`src/sv/cbs_pkg.sv`:
```
// shared types and constants of the container box scanner
`default_nettype none

package cbs_pkg;

  localparam int POS_WIDTH_DEF = 40;
  localparam int OFF_W = 40;
  localparam int LEN_W = 40;
  localparam int TYPE_W = 32;
  localparam int LARGE_W = 64;
  localparam int HB_W = 5;
  localparam int ADDR_W = 5;
  localparam int DATA_W = 64;
  localparam int REG_SHIFT = 3;

  localparam logic [HB_W-1:0] SIZE_BYTES = 5'd4;
  localparam logic [HB_W-1:0] HDR_SHORT = 5'd8;
  localparam logic [HB_W-1:0] HDR_LONG = 5'd16;

  typedef enum logic [1:0] {
    STATUS_FOUND     = 2'd0,
    STATUS_EXHAUSTED = 2'd1,
    STATUS_MALFORMED = 2'd2
  } status_t;

  typedef enum logic [1:0] {
    REG_TARGET_TYPE   = 2'd0,
    REG_REGION_BASE   = 2'd1,
    REG_REGION_LENGTH = 2'd2
  } reg_idx_t;

  typedef struct packed {
    logic [7:0] data_byte;
    logic       region_first;
  } req_t;

  typedef struct packed {
    status_t          scan_status;
    logic [OFF_W-1:0] header_offset;
    logic [OFF_W-1:0] payload_offset;
    logic [OFF_W-1:0] payload_size;
    logic [OFF_W-1:0] total_size;
  } rsp_t;

  typedef struct packed {
    logic [TYPE_W-1:0] target_type;
    logic [OFF_W-1:0]  region_base;
    logic [LEN_W-1:0]  region_length;
  } cfg_t;

endpackage

`default_nettype wire

```
`src/sv/container_box_scanner.sv`:
```
// top level of the container box scanner
//
// walks the iso bmff boxes of one region, one byte per request on the req
// channel (valid/ready, payload req_data), and gives one result per search
// on the rsp channel (valid/ready, payload rsp_data): box found with its
// offsets and sizes, region exhausted, or malformed box. after the result
// later bytes give nothing until a request with region_first set.
// configuration (target_type, region_base, region_length) sits on the apb
// port at byte addresses 0, 8 and 16, 64-bit data; write only while idle.
// throughput: one byte per cycle while a stalled result does not block the
// step; each byte's step is one pass of logic from the request register
// to the result register, which registers a result when one is given.
// reset: synchronous; all registers but req_hold and rsp_data clear to
// zero and the scan starts as if a region had begun. when the receiver
// stalls, the result is held and one more request is held in the request
// register; req_ready then drops.
`default_nettype none

module container_box_scanner #(
  parameter int POS_WIDTH = cbs_pkg::POS_WIDTH_DEF
) (
  input  logic                        clk,
  input  logic                        rst,
  input  logic                        req_valid,
  output logic                        req_ready,
  input  cbs_pkg::req_t               req_data,
  output logic                        rsp_valid,
  input  logic                        rsp_ready,
  output cbs_pkg::rsp_t               rsp_data,
  input  logic                        psel,
  input  logic                        penable,
  input  logic                        pwrite,
  input  logic [cbs_pkg::ADDR_W-1:0]  paddr,
  input  logic [cbs_pkg::DATA_W-1:0]  pwdata,
  output logic [cbs_pkg::DATA_W-1:0]  prdata,
  output logic                        pready
);
  import cbs_pkg::*;

  cfg_t cfg;
  req_t req_hold;
  logic req_hold_valid;
  logic advance;
  logic emit;
  rsp_t rsp_step;

  assign advance   = req_hold_valid && (!rsp_valid || rsp_ready);
  assign req_ready = !req_hold_valid || advance;

  cbs_regs u_regs (
    .clk     (clk),
    .rst     (rst),
    .psel    (psel),
    .penable (penable),
    .pwrite  (pwrite),
    .paddr   (paddr),
    .pwdata  (pwdata),
    .prdata  (prdata),
    .pready  (pready),
    .cfg     (cfg)
  );

  cbs_core #(
    .POS_WIDTH (POS_WIDTH)
  ) u_core (
    .clk  (clk),
    .rst  (rst),
    .step (advance),
    .req  (req_hold),
    .cfg  (cfg),
    .emit (emit),
    .rsp  (rsp_step)
  );

  always_ff @(posedge clk) begin
    if (rst) begin
      req_hold_valid <= 1'b0;
    end else if (req_valid && req_ready) begin
      req_hold_valid <= 1'b1;
    end else if (advance) begin
      req_hold_valid <= 1'b0;
    end
  end

  always_ff @(posedge clk) begin
    if (req_valid && req_ready) begin
      req_hold <= req_data;
    end
  end

  always_ff @(posedge clk) begin
    if (rst) begin
      rsp_valid <= 1'b0;
    end else if (advance) begin
      rsp_valid <= emit;
    end else if (rsp_ready) begin
      rsp_valid <= 1'b0;
    end
  end

  always_ff @(posedge clk) begin
    if (advance && emit) begin
      rsp_data <= rsp_step;
    end
  end

endmodule

`default_nettype wire

```
`src/sv/cbs_regs.sv`:
```
// configuration register file behind the apb port
`default_nettype none

module cbs_regs (
  input  logic                        clk,
  input  logic                        rst,
  input  logic                        psel,
  input  logic                        penable,
  input  logic                        pwrite,
  input  logic [cbs_pkg::ADDR_W-1:0]  paddr,
  input  logic [cbs_pkg::DATA_W-1:0]  pwdata,
  output logic [cbs_pkg::DATA_W-1:0]  prdata,
  output logic                        pready,
  output cbs_pkg::cfg_t               cfg
);
  import cbs_pkg::*;

  reg_idx_t idx;
  logic     wr_en;

  assign idx = reg_idx_t'(paddr[ADDR_W-1:REG_SHIFT]);
  assign wr_en = psel && penable && pwrite;
  assign pready = 1'b1;

  always_ff @(posedge clk) begin
    if (rst) begin
      cfg <= '0;
    end else if (wr_en) begin
      unique case (idx)
        REG_TARGET_TYPE:   cfg.target_type <= pwdata[TYPE_W-1:0];
        REG_REGION_BASE:   cfg.region_base <= pwdata[OFF_W-1:0];
        REG_REGION_LENGTH: cfg.region_length <= pwdata[LEN_W-1:0];
        default: ;
      endcase
    end
  end

  always_comb begin
    unique case (idx)
      REG_TARGET_TYPE:   prdata = DATA_W'(cfg.target_type);
      REG_REGION_BASE:   prdata = DATA_W'(cfg.region_base);
      REG_REGION_LENGTH: prdata = DATA_W'(cfg.region_length);
      default:           prdata = '0;
    endcase
  end

endmodule

`default_nettype wire

```
`src/sv/cbs_core.sv`:
```
// box walking state and per-byte step logic
`default_nettype none

module cbs_core #(
  parameter int POS_WIDTH = cbs_pkg::POS_WIDTH_DEF
) (
  input  logic          clk,
  input  logic          rst,
  input  logic          step,
  input  cbs_pkg::req_t req,
  input  cbs_pkg::cfg_t cfg,
  output logic          emit,
  output cbs_pkg::rsp_t rsp
);
  import cbs_pkg::*;

  localparam int CW = ((POS_WIDTH > LEN_W) ? POS_WIDTH : LEN_W) + 2;
  localparam int AW = (POS_WIDTH > OFF_W) ? POS_WIDTH : OFF_W;
  localparam int SW = LARGE_W + 2;

  logic [POS_WIDTH-1:0] byte_position, byte_position_next;
  logic [POS_WIDTH-1:0] box_start, box_start_next;
  logic [POS_WIDTH-1:0] box_end, box_end_next;
  logic [HB_W-1:0]      header_bytes_seen, header_bytes_seen_next;
  logic [31:0]          short_size, short_size_next;
  logic [TYPE_W-1:0]    box_kind, box_kind_next;
  logic [LARGE_W-1:0]   large_size, large_size_next;
  logic                 search_done, search_done_next;

  // state as seen by this byte, after a region restart
  logic [POS_WIDTH-1:0] pos_e, bs_e, be_e, pos_inc;
  logic [HB_W-1:0]      hb_e, hb_inc, hdr_len;
  logic [31:0]          ss_e, ss_new;
  logic [TYPE_W-1:0]    kind_e, kind_new;
  logic [LARGE_W-1:0]   ls_e, ls_new, size_val;
  logic                 done_e, in_header, bs_le_len, malformed, match;
  logic                 fits8_bs, fits16_bs, fits8_be, fits8_end, past_end;
  logic [CW-1:0]        avail;
  logic [SW-1:0]        end_sum;
  logic [POS_WIDTH-1:0] eval_end, h_pos, p_pos;

  assign pos_e  = req.region_first ? '0 : byte_position;
  assign bs_e   = req.region_first ? '0 : box_start;
  assign be_e   = req.region_first ? '0 : box_end;
  assign hb_e   = req.region_first ? '0 : header_bytes_seen;
  assign ss_e   = req.region_first ? '0 : short_size;
  assign kind_e = req.region_first ? '0 : box_kind;
  assign ls_e   = req.region_first ? '0 : large_size;
  assign done_e = req.region_first ? 1'b0 : search_done;

  assign pos_inc = pos_e + POS_WIDTH'(1);
  assign hb_inc  = hb_e + HB_W'(1);
  assign hdr_len = (hb_inc == HDR_LONG) ? HDR_LONG : HDR_SHORT;

  assign in_header = (hb_e < HDR_SHORT) || ((hb_e < HDR_LONG) && (ss_e == 32'd1));
  assign ss_new   = (hb_e < SIZE_BYTES) ? {ss_e[23:0], req.data_byte} : ss_e;
  assign kind_new = ((hb_e >= SIZE_BYTES) && (hb_e < HDR_SHORT)) ?
                    {kind_e[TYPE_W-9:0], req.data_byte} : kind_e;
  assign ls_new   = (hb_e >= HDR_SHORT) ? {ls_e[LARGE_W-9:0], req.data_byte} : ls_e;

  assign past_end  = CW'(pos_e) >= CW'(cfg.region_length);
  assign fits8_bs  = (CW'(bs_e) + CW'(HDR_SHORT)) <= CW'(cfg.region_length);
  assign fits16_bs = (CW'(bs_e) + CW'(HDR_LONG)) <= CW'(cfg.region_length);
  assign fits8_be  = (CW'(be_e) + CW'(HDR_SHORT)) <= CW'(cfg.region_length);
  assign bs_le_len = CW'(bs_e) <= CW'(cfg.region_length);
  assign avail     = CW'(cfg.region_length) - CW'(bs_e);

  always_comb begin
    if (ss_new == 32'd0) begin
      size_val = bs_le_len ? LARGE_W'(avail) : '0;
    end else if (ss_new == 32'd1) begin
      size_val = ls_new;
    end else begin
      size_val = LARGE_W'(ss_new);
    end
  end

  assign end_sum   = SW'(bs_e) + SW'(size_val);
  assign eval_end  = end_sum[POS_WIDTH-1:0];
  assign malformed = (size_val < LARGE_W'(hdr_len)) || (end_sum > SW'(cfg.region_length));
  assign match     = kind_new == cfg.target_type;
  assign fits8_end = (CW'(eval_end) + CW'(HDR_SHORT)) <= CW'(cfg.region_length);

  assign h_pos = POS_WIDTH'(AW'(cfg.region_base) + AW'(bs_e));
  assign p_pos = h_pos + POS_WIDTH'(hdr_len);

  always_comb begin
    byte_position_next     = byte_position;
    box_start_next         = box_start;
    box_end_next           = box_end;
    header_bytes_seen_next = header_bytes_seen;
    short_size_next        = short_size;
    box_kind_next          = box_kind;
    large_size_next        = large_size;
    search_done_next       = search_done;
    emit                   = 1'b0;
    rsp                    = '0;
    rsp.scan_status        = STATUS_EXHAUSTED;
    if (step) begin
      byte_position_next     = pos_e;
      box_start_next         = bs_e;
      box_end_next           = be_e;
      header_bytes_seen_next = hb_e;
      short_size_next        = ss_e;
      box_kind_next          = kind_e;
      large_size_next        = ls_e;
      search_done_next       = done_e;
      if (!done_e) begin
        if (past_end || ((hb_e == '0) && !fits8_bs)) begin
          emit = 1'b1;
        end else if (in_header) begin
          short_size_next        = ss_new;
          box_kind_next          = kind_new;
          large_size_next        = ls_new;
          header_bytes_seen_next = hb_inc;
          byte_position_next     = pos_inc;
          if ((hb_inc == HDR_SHORT) && (ss_new == 32'd1)) begin
            emit = !fits16_bs;
          end else if ((hb_inc == HDR_SHORT) || (hb_inc == HDR_LONG)) begin
            if (malformed) begin
              emit = 1'b1;
              rsp.scan_status = STATUS_MALFORMED;
            end else if (match) begin
              emit = 1'b1;
              rsp.scan_status    = STATUS_FOUND;
              rsp.header_offset  = OFF_W'(AW'(h_pos));
              rsp.payload_offset = OFF_W'(AW'(p_pos));
              rsp.payload_size   = OFF_W'(size_val - LARGE_W'(hdr_len));
              rsp.total_size     = OFF_W'(size_val);
            end else begin
              box_end_next = eval_end;
              if (size_val == LARGE_W'(hdr_len)) begin
                box_start_next         = eval_end;
                header_bytes_seen_next = '0;
                short_size_next        = '0;
                box_kind_next          = '0;
                large_size_next        = '0;
                emit                   = !fits8_end;
              end
            end
          end
        end else begin
          byte_position_next = pos_inc;
          if (pos_inc == be_e) begin
            box_start_next         = be_e;
            header_bytes_seen_next = '0;
            short_size_next        = '0;
            box_kind_next          = '0;
            large_size_next        = '0;
            emit                   = !fits8_be;
          end
        end
        if (emit) begin
          search_done_next = 1'b1;
        end
      end
    end
  end

  always_ff @(posedge clk) begin
    if (rst) begin
      byte_position     <= '0;
      box_start         <= '0;
      box_end           <= '0;
      header_bytes_seen <= '0;
      short_size        <= '0;
      box_kind          <= '0;
      large_size        <= '0;
      search_done       <= 1'b0;
    end else begin
      byte_position     <= byte_position_next;
      box_start         <= box_start_next;
      box_end           <= box_end_next;
      header_bytes_seen <= header_bytes_seen_next;
      short_size        <= short_size_next;
      box_kind          <= box_kind_next;
      large_size        <= large_size_next;
      search_done       <= search_done_next;
    end
  end

  // one result per search
  a_done_after_emit: assert property (@(posedge clk) disable iff (rst)
    step && emit |=> search_done)
    else $error("search not closed after result");

  a_no_emit_when_done: assert property (@(posedge clk) disable iff (rst)
    step && emit |-> (!search_done || req.region_first))
    else $error("result from a finished search");

  a_header_count: assert property (@(posedge clk) disable iff (rst)
    !(header_bytes_seen > HDR_LONG))
    else $error("header byte count out of range");

  a_found_sizes: assert property (@(posedge clk) disable iff (rst)
    step && emit && (rsp.scan_status == STATUS_FOUND) |->
      ((rsp.total_size == rsp.payload_size + OFF_W'(HDR_SHORT)) ||
       (rsp.total_size == rsp.payload_size + OFF_W'(HDR_LONG))))
    else $error("found box sizes disagree");

endmodule

`default_nettype wire

```
`config.mk`:
```
export PLATFORM = sky130hd
export DESIGN_NAME = container_box_scanner
export DESIGN_NICKNAME = d
export VERILOG_FILES = /design/src/sv/cbs_pkg.sv /design/src/sv/container_box_scanner.sv /design/src/sv/cbs_regs.sv /design/src/sv/cbs_core.sv
export SDC_FILE = /design/constraint.sdc
export NUM_CORES = 2
export LEC_CHECK = 0
export BUFFER_PORTS_ARGS = -buffer_cell sky130_fd_sc_hd__buf_4
export CORE_MARGIN = 2
export CORE_UTILIZATION = 57
export CTS_CLUSTER_DIAMETER = 60
export CTS_CLUSTER_SIZE = 40
export DETAILED_ROUTE_END_ITERATION = 12
export PLACE_DENSITY = 0.79
export SLEW_MARGIN = 20
export SYNTH_ARGS = -nofsm -noshare
export SYNTH_HDL_FRONTEND = slang
export SYNTH_SLANG_ARGS = --single-unit
```
`constraint.sdc`:
```
create_clock -name clk -period 22.5 [get_ports clk]
set_clock_uncertainty 0.05 [all_clocks]
set_input_delay 3.375 -clock clk [delete_from_list [all_inputs] [get_ports clk]]
set_output_delay 3.375 -clock clk [all_outputs]
set_load 0.01 [all_outputs]
```
==> results_dict.tcl <==
set metrics [dict create \
    routed_via_density 6.95 \
    clk_latency_ns 0.68 \
    async_reset_ff_share_pct 0 \
    slew_headroom_pct 22.9 \
    netlist_top_cells_area "dfxtp_1, edfxtp_1, ha_1, nand2_1, a21oi_1" \
    tightest_slew_ns 1.14 \
    critPathMaxStageDelay_ns 0.95 \
    ios 314 \
    end_kind "flip-flop" \
    critPathMaxFanout 86 \
    min_path_type "reg2reg" \
    finalPower_mw 2.56 \
    synth_common_cells "nand2_1, a21oi_1, nor2_1, dfxtp_1, ha_1" \
    cts_tree "yes" \
    antenna_found_initial 13 \
    synth_xor_xnor_area_share_pct 7.21 \
    slew_violations 0 \
    irDropWorstVdd_mv 0.0744 \
    synthMuxAreaShare_pct 1.69 \
    row_count 104 \
    ys_ff_latch 533 \
    start_util_pct 57.3 \
    grt_pass1_vias 44929 \
    num_vias 49724 \
    status "completed" \
    dp.cells 7053 \
    synth_area_um2 46000 \
    final.setup.worst_slack_ns 6.47 \
    crit_top_cell "buf_4" \
    placedInstanceArea_um2 48700 \
    post-route-min-period_ns 16.03 \
    critical_path_class "reg2reg" \
    ys_types 108 \
    slowest_stage "buf_4" \
    synth_simple_gate_area_share_pct 26.3 \
    setup_viol 0 \
    antenna_left 0 \
    core-area_um2 80300 \
    holdWs_ns 0.426 \
    die_h_um 288 \
    yosysMostFrequentCell "nand2_1" \
    postCtsSetupBuffers 0 \
    drv_cap 0 \
    fp.dieArea_um2 83000 \
    drt_iter0_drc 6999 \
    path_delay_family "simple AND/OR/NAND/NOR gates" \
    dp_hpwl_mm 158 \
    drive_gt1_share_pct 9.72 \
    post-route-period-util_pct 71.3 \
    grt_use_total_pct 47.2 \
    die_w_um 288 \
    grt_max_degree 104 \
    max_freq_mhz 62.4 \
    power_density_nw_per_um2 50.5 \
    yosys.area.top_type "dfxtp_1" \
    htree_levels 2 \
    synth_fa_ha_area_share_pct 10.2 \
    final_area_um2 50700 \
    cts_root_buf "clkbuf_16" \
    final_hold_viol_count 0 \
    fin_cells 7157 \
    worst-path-buf-inv 8 \
    synth_compound_area_share_pct 22.8 \
    utilization_pct 63.1 \
    fin_nets 6502 \
    syn_avg_cell_area_um2 7.69 \
    drt_pass1_iterations 6 \
    cts_resized 0 \
    synth-main-ff-cell "dfxtp_1" \
    path_clk_slew_ns 0.09 \
    synthCells 5985 \
    grt_pass1_wl_mm 294 \
    area_growth_pct 10.1 \
    cp-start-kind "flip-flop" \
    routed_wl_mm 203 \
    synth_enable_flop_cells 165 \
    avgRoutedWirePerCell_um 28.4 \
    synth_top_family_by_area "simple AND/OR/NAND/NOR gates" \
    rsz0062_at_grt "no" \
    gp_congestion 1.07 \
    cts.sinks 533 \
    cts_buffer_depth 3 \
    required_ns 22.73 \
    leakage_nw 19.9 \
    portBuffers 261 \
    arrival_ns 16.27 \
    synth-warning-count 0 \
    synth_top_cell_area_share_pct 16.0 \
    fin_tns_setup_ns 0 \
    synth_seq_area_share_pct 26.8 \
    cts_hold_buffers 0 \
    grt-ovfl-total 0 \
    cts_buffers 50 \
    dp_slack_ns 7.09 \
    drc_errors 0 \
]
==> state kept, by name, summed over array words and instances, names as in the netlist, 5 cells and up <==
| signal | count |
|---|---|
| u_core.box_kind | 32 |
| u_core.large_size | 64 |
| u_core.box_end | 40 |
| u_core.short_size | 32 |
| rsp_data | 156 |
| u_core.header_bytes_seen | 5 |
| u_core.box_start | 40 |
| u_core.byte_position | 40 |
| req_hold | 9 |
| u_regs.cfg | 112 |
==> metal layers <==
layer / GRT usage [%] / share of wire (%) / up-vias
met4: 32.8 / 8.2 / 12
li1: - / - / 21995
met2: 69.4 / 42 / 3473
met1: 60.8 / 37 / 23513
met3: 11.8 / 13 / 731
met5: 0 / 0.041 / -
==> final timing paths <==
kind / cells after the start / slack [ns] / start / endpoint
worst min register to register: 2 / 0.43 / u_core.box_kind[16] / u_core.box_kind[16]
worst min-delay path: 2 / 0.43 / u_core.box_kind[16] / u_core.box_kind[16]
worst max register to register: 42 / 6.47 / req_hold[0] / rsp_data[127]
worst max-delay path: 42 / 6.47 / req_hold[0] / rsp_data[127]
==> layout by cell type (no fill, tap or decap), types with 50 or more instances in the layout <==
cell	Yosys	final
o21ai_0	241	234
xnor2_1	258	258
dfxtp_1	368	368
nor2b_1	112	111
or3_1	64	62
xor2_1	121	121
nand2_1	835	835
nand4_1	144	144
a32oi_1	73	73
a31oi_1	73	72
inv_1	158	157
nor3_1	133	129
edfxtp_1	165	165
mux2i_1	72	72
and2_1	96	95
nand3_1	168	168
nor4_1	71	68
a21o_1	111	111
and3_1	79	79
ha_1	365	365
clkbuf_16	0	50
buf_4	36	382
a21oi_1	554	554
nor2_1	504	501
==> power breakdown <==
group          leakage (nW)  switching [mW]  internal [mW]
sequential             4.59          0.0221           1.02
clock                 0.931           0.503          0.503
combinational          14.3           0.358          0.151
==> layout make-up <==
type | count | area [um2]
Clock inverter | 43 | 664
Timing Repair Buffer | 384 | 2900
Tap cell | 1060 | 1330
Sequential cell | 533 | 12300
Clock buffer | 51 | 1260
Inverter | 162 | 608
Fill cell | 7157 | 29600
Multi-Input combinational cell | 4916 | 31600
Antenna cell | 8 | 20.0
==> tightest hold or removal path, cell delays in order, from the launching register on <==
cell	delay [ns]
dfxtp_1	0.33
nand2_1	0.06
o2bb2ai_1	0.05
==> cell families after synthesis <==
| group | after synthesis |
|---|---|
| buffers and inverters | 559 |
| AO/OA/AOI/OAI | 1608 |
| multiplexers | 77 |
| AND/OR/NAND/NOR | 2456 |
| other | 2 |
| adder cells (fa/ha/maj) | 371 |
| flip-flops | 533 |
| XOR/XNOR | 379 |
Note: power is estimated with default switching activity, not from simulation.
